[src/rtl/adaa_pkg.sv]
package adaa_pkg;

	// Field widths.
	localparam int InW   = 16;
	localparam int OutW  = 14;
	localparam int ThrW  = 12;
	localparam logic [ThrW-1:0] ThrReset = ThrW'(4);

	// Antiderivative table, unsigned Q8.16.
	localparam int TableSize = 256;
	localparam int TableLast = TableSize - 1;
	localparam int IdxW      = $clog2(TableSize);
	localparam int RomW      = 24;

	// Fixed-point constants in Q3.12 and Q8.16.
	localparam int HalfRange   = 12288;
	localparam int FullRange   = 24576;
	localparam int RndShift    = 13;
	localparam int OutsideBase = 196608;
	localparam int MidWide     = 24576;
	localparam int OneOut      = 4096;

	// Datapath widths.
	localparam int PW    = 15;
	localparam int TW    = PW + IdxW;
	localparam int AccW  = RomW + PW + 1;
	localparam int NumW  = 47;
	localparam int DenW  = 46;
	localparam int QW    = 13;
	localparam int KW    = 4;
	localparam logic [31:0] MidC = 32'd27 << 26;

	localparam logic [63:0] TableLastSq    = 64'(TableLast) * 64'(TableLast);
	localparam logic [63:0] TwoTableLastSq = 64'd2 * TableLastSq;
	localparam logic [63:0] Ln2Q30         = 64'd744261118;

	typedef logic [RomW-1:0] rom_t [TableSize];

	// One table point at x = 3n/d: n^2/(2d^2) + (4/3) ln(1 + 3n^2/d^2).
	function automatic logic [RomW-1:0] rom_point(longint n);
		logic [63:0] n2;
		logic [63:0] a;
		logic [63:0] k;
		logic [63:0] frac;
		logic [63:0] lg;
		logic [63:0] ln;
		logic [63:0] t1;
		logic [63:0] t2;
		n2 = 64'(n * n);
		a = ((TableLastSq + 64'd3 * n2) << 30) / TableLastSq;
		k = '0;
		frac = '0;
		for (int j = 0; j < 4; j++) begin
			if (a >= 64'h8000_0000) begin
				a = a >> 1;
				k = k + 64'd1;
			end
		end
		for (int b = 29; b >= 0; b--) begin
			a = (a * a) >> 30;
			if (a >= 64'h8000_0000) begin
				a = a >> 1;
				frac = frac | (64'd1 << b);
			end
		end
		lg = (k << 30) + frac;
		ln = (lg * Ln2Q30 + (64'd1 << 29)) >> 30;
		t1 = ((n2 << 16) + TableLastSq) / TwoTableLastSq;
		t2 = (ln * 64'd4 + 64'd24576) / 64'd49152;
		return RomW'(t1 + t2);
	endfunction

	function automatic rom_t build_rom();
		rom_t r;
		for (int i = 0; i < TableSize; i++) begin
			r[i] = rom_point(longint'(2 * i - TableLast));
		end
		return r;
	endfunction

	localparam rom_t Rom = build_rom();

	// Exact floor(u / 3) for any 32-bit u.
	function automatic logic [31:0] div3(logic [31:0] u);
		logic [63:0] p;
		p = {32'b0, u} * 64'hAAAA_AAAB;
		return 32'(p >> 33);
	endfunction

	// Datapath operations, one per microcode step.
	typedef enum logic [4:0] {
		OP_NOP,
		OP_LOAD,
		OP_FX,
		OP_IDX,
		OP_ROM,
		OP_MUL,
		OP_MAC,
		OP_RND,
		OP_DIV3,
		OP_QUO,
		OP_MSQ,
		OP_MCS,
		OP_MMUL,
		OP_MLD,
		OP_CHK,
		OP_ITER,
		OP_DONE
	} op_t;

	typedef enum logic [1:0] {
		HOLD_NONE,
		HOLD_IN,
		HOLD_OUT
	} hold_t;

	typedef enum logic [2:0] {
		JMP_NEVER,
		JMP_ALWAYS,
		JMP_OUTSIDE,
		JMP_MID,
		JMP_WIDE,
		JMP_SAT,
		JMP_MORE
	} jmp_t;

	localparam int NumSteps = 17;
	localparam int StepW    = $clog2(NumSteps);

	localparam logic [StepW-1:0] StIdle = StepW'(0);
	localparam logic [StepW-1:0] StFx   = StepW'(1);
	localparam logic [StepW-1:0] StIdx  = StepW'(2);
	localparam logic [StepW-1:0] StRom  = StepW'(3);
	localparam logic [StepW-1:0] StMul  = StepW'(4);
	localparam logic [StepW-1:0] StMac  = StepW'(5);
	localparam logic [StepW-1:0] StRnd  = StepW'(6);
	localparam logic [StepW-1:0] StDiv3 = StepW'(7);
	localparam logic [StepW-1:0] StSel  = StepW'(8);
	localparam logic [StepW-1:0] StQuo  = StepW'(9);
	localparam logic [StepW-1:0] StMsq  = StepW'(10);
	localparam logic [StepW-1:0] StMcs  = StepW'(11);
	localparam logic [StepW-1:0] StMmul = StepW'(12);
	localparam logic [StepW-1:0] StMld  = StepW'(13);
	localparam logic [StepW-1:0] StChk  = StepW'(14);
	localparam logic [StepW-1:0] StIter = StepW'(15);
	localparam logic [StepW-1:0] StDone = StepW'(16);

	typedef struct packed {
		op_t              op;
		hold_t            hold;
		jmp_t             jmp;
		logic [StepW-1:0] target;
	} uword_t;

	typedef struct packed {
		op_t  op;
		logic en;
	} dp_ctrl_t;

	typedef struct packed {
		logic outside;
		logic mid;
		logic wide;
		logic sat;
		logic more;
	} dp_stat_t;

	// The microprogram.
	function automatic uword_t ucode_word(logic [StepW-1:0] pc);
		uword_t w;
		unique case (pc)
			StIdle: w = '{op: OP_LOAD, hold: HOLD_IN,   jmp: JMP_NEVER,   target: StIdle};
			StFx:   w = '{op: OP_FX,   hold: HOLD_NONE, jmp: JMP_OUTSIDE, target: StSel};
			StIdx:  w = '{op: OP_IDX,  hold: HOLD_NONE, jmp: JMP_NEVER,   target: StIdle};
			StRom:  w = '{op: OP_ROM,  hold: HOLD_NONE, jmp: JMP_NEVER,   target: StIdle};
			StMul:  w = '{op: OP_MUL,  hold: HOLD_NONE, jmp: JMP_NEVER,   target: StIdle};
			StMac:  w = '{op: OP_MAC,  hold: HOLD_NONE, jmp: JMP_NEVER,   target: StIdle};
			StRnd:  w = '{op: OP_RND,  hold: HOLD_NONE, jmp: JMP_NEVER,   target: StIdle};
			StDiv3: w = '{op: OP_DIV3, hold: HOLD_NONE, jmp: JMP_NEVER,   target: StIdle};
			StSel:  w = '{op: OP_NOP,  hold: HOLD_NONE, jmp: JMP_MID,     target: StMsq};
			StQuo:  w = '{op: OP_QUO,  hold: HOLD_NONE, jmp: JMP_ALWAYS,  target: StChk};
			StMsq:  w = '{op: OP_MSQ,  hold: HOLD_NONE, jmp: JMP_WIDE,    target: StDone};
			StMcs:  w = '{op: OP_MCS,  hold: HOLD_NONE, jmp: JMP_NEVER,   target: StIdle};
			StMmul: w = '{op: OP_MMUL, hold: HOLD_NONE, jmp: JMP_NEVER,   target: StIdle};
			StMld:  w = '{op: OP_MLD,  hold: HOLD_NONE, jmp: JMP_NEVER,   target: StIdle};
			StChk:  w = '{op: OP_CHK,  hold: HOLD_NONE, jmp: JMP_SAT,     target: StDone};
			StIter: w = '{op: OP_ITER, hold: HOLD_NONE, jmp: JMP_MORE,    target: StIter};
			StDone: w = '{op: OP_DONE, hold: HOLD_OUT,  jmp: JMP_ALWAYS,  target: StIdle};
			default: w = '{op: OP_NOP, hold: HOLD_NONE, jmp: JMP_ALWAYS,  target: StIdle};
		endcase
		return w;
	endfunction

endpackage

[src/rtl/adaa_seq.sv]
module adaa_seq (
	input  logic               clk,
	input  logic               arst_n,
	input  adaa_pkg::dp_stat_t stat,
	input  logic               in_valid,
	input  logic               out_busy,
	output adaa_pkg::dp_ctrl_t ctrl
);

	logic [adaa_pkg::StepW-1:0] pc_q;
	logic [adaa_pkg::StepW-1:0] pc_d;
	adaa_pkg::uword_t           word;
	logic                       held;
	logic                       take;

	assign word = adaa_pkg::ucode_word(pc_q);

	always_comb begin
		unique case (word.hold)
			adaa_pkg::HOLD_IN:  held = !in_valid;
			adaa_pkg::HOLD_OUT: held = out_busy;
			default:            held = 1'b0;
		endcase

		unique case (word.jmp)
			adaa_pkg::JMP_ALWAYS:  take = 1'b1;
			adaa_pkg::JMP_OUTSIDE: take = stat.outside;
			adaa_pkg::JMP_MID:     take = stat.mid;
			adaa_pkg::JMP_WIDE:    take = stat.wide;
			adaa_pkg::JMP_SAT:     take = stat.sat;
			adaa_pkg::JMP_MORE:    take = stat.more;
			default:               take = 1'b0;
		endcase

		if (held) begin
			pc_d = pc_q;
		end else if (take) begin
			pc_d = word.target;
		end else begin
			pc_d = pc_q + adaa_pkg::StepW'(1);
		end

		ctrl.op = word.op;
		ctrl.en = !held;
	end

	always_ff @(posedge clk or negedge arst_n) begin
		if (!arst_n) begin
			pc_q <= adaa_pkg::StIdle;
		end else begin
			pc_q <= pc_d;
		end
	end

endmodule

[config.mk]
export PLATFORM = sky130hd
export DESIGN_NAME = adaa_seq
export DESIGN_NICKNAME = d
export VERILOG_FILES = /design/src/rtl/adaa_pkg.sv /design/src/rtl/adaa_seq.sv
export SDC_FILE = /design/constraint.sdc
export NUM_CORES = 1
export LEC_CHECK = 0
export BUFFER_PORTS_ARGS = -buffer_cell sky130_fd_sc_hd__buf_4
export CAP_MARGIN = 20
export CORE_AREA = 2 2 39 41
export CTS_BUF_LIST = sky130_fd_sc_hd__clkbuf_8
export DETAILED_ROUTE_END_ITERATION = 6
export DIE_AREA = 0 0 41 43
export PLACE_DENSITY = 0.83
export SLEW_MARGIN = 0
export SYNTH_ARGS = -nofsm -noshare
export SYNTH_HDL_FRONTEND = slang
export SYNTH_SLANG_ARGS = --single-unit
[constraint.sdc]
create_clock -name clk -period 3.5 [get_ports clk]
set_input_delay 0.35 -clock clk [delete_from_list [all_inputs] [get_ports clk]]
set_output_delay 0.35 -clock clk [all_outputs]
set_load 0.005 [all_outputs]
Word-level counts from Yosys, hierarchy flattened
Memories as Yosys holds them, arrays and structs flattened.
Index checks and enable logic that the tools add are counted.

operators by class
  muxes and demuxes = 3
  multipliers = 0
  equal/unequal tests = 8
  add/subtract/negate cells = 1
  divide/modulo/power cells = 0
  order comparisons = 0
  reductions and logical operators = 2
  shift operators = 0
  bitwise operators = 0

operators with widths
  cell                 number
  $eq 3x3->1 const B   3
  $eq 3x2->1 const B   2
  $pmux 1 s6           1
  $add 5x1->5 const B  1
  $mux 5               1
  $eq 3x1->1 const B   1
  $eq 2x1->1 const B   1
  $eq 2x2->1 const B   1
  $logic_not 1->1      2
  $pmux 1 s2           1

storage, ports and cells
  latch bits = 0
  bits in registers = 5
  memory bits (writable) = 0
  word-level logic and storage cells = 16
  memory bits (read-only) = 480
  memories = 1
  input bits = 9

memory list
  name             depth  width  read ports  clocked after memory_dff  write ports  line             RTL
  (no name shown)  32     15     1           0                         0            adaa_pkg.sv:171  unique case (pc)

Depth between registers and ports, before layout
An unclocked memory read counts as a cell.

  depth after elaboration = 4
  depth in mapped cells = 9
  gate-level depth less buffers = 7

Least setup slack after synthesis
No wires, ideal clock.

  path kind = flip-flop to flip-flop
  from = register pc_q[0] (netlist bit)
  to = register pc_q[0] (netlist bit)
  arrival time = 1.904 ns
  stages on the path, launching flop included = 9
  required time = 3.399 ns
  setup slack = 1.495 ns
  clock period less this slack = 2.005 ns
  path through = dfrtp_1 -> inv_1 -> ha_1 -> a211oi_1 -> a21oi_1 -> and4_4 -> or3_1 -> buf_2 -> o311ai_2

on the way
  cells in the longest elaborated chain, start to end = 4
  elaborated cells on any way between the ends = 13
  classes of those cells = 1 x add/sub; 8 x eq/ne; 3 x mux; 1 x memory

RTL lines
  element                                   line            RTL
  start: declaration                        adaa_seq.sv:10  logic [adaa_pkg::StepW-1:0] pc_q;
  start signal: assignment                  adaa_seq.sv:49  pc_q <= adaa_pkg::StIdle;
  start signal: assignment                  adaa_seq.sv:51  pc_q <= pc_d;
  $mem_v2 32x15                             --
  $eq 3x3->1, or another cell as far along  adaa_seq.sv:25  unique case (word.jmp)
  $pmux 1 s6                                adaa_seq.sv:25
  $mux 5                                    adaa_seq.sv:37  end else if (take) begin

Parallel ways exist; a longest one is shown, timed or not.
A chain may end at the register's enable or synchronous reset.

Worst setup path after layout
Ends and elaborated chain as after synthesis.

==> qor.csv <==
stage,metric,value,unit
cells_and_area,Largest Register,pc_q,
outcome,status,"complete, no violations",
floorplanning,die area,1760,um^2
power,Worst VDD drop,0.567,mV
floorplanning,die width,41,um
cts,Num CTS Buffers,3,
timing,final setup margin,1.23,ns
critical_path,Setup CP Type,register to register,
cts,# clock sinks,5,
timing,Slew Limit Fails,0,
drt,final WL,1.56,mm
yosys,Netlist cell types,37,
global_routing,first-pass GRT wire length,2.62,mm
global_routing,GRT Overall Usage,21.7,%
global_routing,total gr overflow,0,
floorplanning,io pins,15,
floorplanning,row cnt,14,
cts,H-tree depth,1,
timing,achievable frequency,440,MHz
floorplanning,chip height,43,um
drt,vias per cell,5.86,
drt,DRC viols,0,
critical_path,crit path launch type,register,
cells_and_area,Regs by FF count,pc_q: 5 flops,
cts,Root Buffer,clkbuf_8,
yosys,Area contributors post-synth,"dfrtp_1 19%, ha_1 11%, mux2i_1 5.9%, nand2b_1 3.7%, nand3_1 3.7%",
cells_and_area,Finished Core Util,59.6,%
timing,Slew headroom,61.8,%
timing,Worst Tran Pin Value,0.573,ns
cells_and_area,Layout area overhead,22.3,%
cts,"Reg clk slew, reported paths",0.03,ns
timing,fin crit period,2.27,ns
drt,initial drt markers,26,
yosys,synth warn,0,
timing,Final TNS setup,0,ns
cts,post-CTS sizing,0,
yosys,Synth Cell Area,674,um^2
placement,Place WS,1.27,ns
cells_and_area,Nets,112,
cts,"Clk Latency, worst-skew pair",0.22,ns
timing,RSZ-0062 raised after global routing,no,
timing,Fin. Hold Viols,0,
timing,Clock Skews,0.000910,ns
drt,TritonRoute pass-1 iters,4,
placement,HPWL after DPL,1.18,mm
power,LEAKAGE,0.366,nW
hold_path,HP Class,primary input to asynchronous set/reset pin,
cts,CTS tree,done,
critical_path,crit end category,register,
drt,WL/cell,14.0,um
global_routing,number of global-route vias before repair,589,
cells_and_area,max reg flops,5,
placement,GP Congestion,0.920,
power,Pwr Density,902,nW/um^2
drt,ANT nets after route,0,
critical_path,crit path DAT,2.39,ns
cells_and_area,layout cells sized above 1,26.0,%
yosys,"Seq/Total Area, Yosys",18.6,%
timing,period utilization,64.9,%
critical_path,CP max FO,9,
timing,# setup viols final,0,
yosys,synthesis-stage register bit count,5,
global_routing,largest net degree at the start of global routing,17,
placement,Port Buffer Count,14,
cells_and_area,FILL cells,133,
critical_path,Worst EP required,3.62,ns
floorplanning,Core ar.,1380,um^2
cts,clock buffer depth,2,
power,Design Power,743,uW
cells_and_area,ANT cells,0,
global_routing,initial antenna violation count,0,
yosys,cells after synthesis,82,
yosys,leading area contributor after synthesis,dfrtp_1,
yosys,Yosys top cell area share,18.6,%
drt,routed vias,656,
flow_run,Max Cap Viol,0,
floorplanning,initial core utilization,48.7,%
yosys,syn_nets,97,
yosys,Avg Inst Size Synth,8.22,um^2
==> Yosys cell counts <==
| cell type | count |
|---|---|
| buf_2 | 3 |
| nand3_1 | 5 |
| a31oi_4 | 1 |
| buf_6 | 1 |
| nand2_1 | 6 |
| nor2_1 | 4 |
| and4_4 | 1 |
| o311ai_1 | 1 |
| a311oi_1 | 1 |
| o311ai_0 | 1 |
| nor2b_1 | 1 |
| nand3b_1 | 1 |
| a221oi_2 | 1 |
| clkbuf_1 | 1 |
| o21ai_2 | 1 |
| inv_2 | 2 |
| xor2_1 | 2 |
| mux2_1 | 1 |
| nand2b_1 | 4 |
| a211oi_1 | 2 |
| o31ai_1 | 1 |
| dfrtp_1 | 5 |
| or3_1 | 1 |
| o21ai_1 | 3 |
| o21ai_0 | 4 |
| o221ai_1 | 1 |
| and3_1 | 2 |
| a22oi_1 | 1 |
| nor2_4 | 1 |
| mux2i_1 | 4 |
| o22a_1 | 1 |
| o211ai_1 | 2 |
| nor3_1 | 1 |
| ha_1 | 6 |
| inv_1 | 4 |
| o311ai_2 | 1 |
| a21oi_1 | 4 |
==> final timing paths <==
| path | start | endpoint | slack [ns] | cells after the start |
|---|---|---|---|---|
| worst min-delay path | arst_n | pc_q[4]$_DFFE_PN0N_ | 0.47 | 2 |
| worst max register to register | pc_q[0]$_DFFE_PN0N_ | pc_q[0]$_DFFE_PN0N_ | 1.23 | 7 |
| min in group clk | out_busy | pc_q[4]$_DFFE_PN0N_ | 0.50 | 3 |
| worst min register to register | pc_q[0]$_DFFE_PN0N_ | pc_q[0]$_DFFE_PN0N_ | 0.73 | 1 |
| worst max-delay path | pc_q[0]$_DFFE_PN0N_ | pc_q[0]$_DFFE_PN0N_ | 1.23 | 7 |
| max in group asynchronous | arst_n | pc_q[1]$_DFFE_PN0N_ | 2.93 | 2 |
==> per-layer routing <==
| metal | global-route usage [%] | share of wire [%] |
|---|---|---|
| met3 | 3.14 | 4.3 |
| met4 | 10.0 | 1.5 |
| met5 | 0 | 0 |
| met2 | 30.6 | 43 |
| met1 | 31.6 | 51 |
==> stage by stage <==
stage,std cells,area [um^2],hold WS [ns]
2_1_floorplan,82,674,0.0544
3_3_place_gp,107,769,0.152
3_5_place_dp,107,769,0.154
4_1_cts,112,825,0.460
5_1_grt,112,825,0.476
6_report,112,825,0.469
==> layout make-up <==
type                       instances  area, um^2  share of cell area (%)
clock buffer                       3        41.3                    5.01
clock inverter                     1        3.75                   0.455
inverter                           6        22.5                    2.73
multi-input combinational         66         497                    60.2
sequential                         5         125                    15.2
tap                               16        20.0                    2.43
timing repair buffer              15         115                    14.0
==> layout by cell type (no fill, tap or decap), drive strengths merged, types with 2 or more instances in the layout <==
cell type,n
clkbuf,3
nand2,6
dfrtp,5
nor2,5
a211oi,2
o311ai,3
mux2i,4
and3,2
o21ai,8
ha,6
buf,14
inv,7
xor2,2
a21oi,4
nand3,5
o211ai,2
nand2b,4
==> power breakdown <==
part	switching (mW)	internal [mW]
logic	0.246	0.231
registers	0.0833	0.0822
clock network	0.0266	0.0750
==> what timing repair did <==
action / CTS / global route
hold endpoints to repair: 5 / 0
hold buffers: 1 / 0
setup endpoints to repair: 0 / 0
setup buffers: 0 / 0
==> cell families after synthesis <==
group | synth area share (%)
buffers and inverters | 7.79
AO/OA/AOI/OAI | 30.4
adder cells (fa/ha/maj) | 11.1
XOR/XNOR | 2.60
flip-flops | 18.6
multiplexers | 7.61
AND/OR/NAND/NOR | 21.9
==> critical path, stage by stage (launching register included) <==
cell      delay, ns
dfrtp_1        0.52
inv_1          0.11
ha_1           0.31
a211oi_1       0.27
a21oi_1        0.07
and4_4         0.23
or3_1          0.41
o311ai_2       0.24
Power figures use the tool's default switching activity.
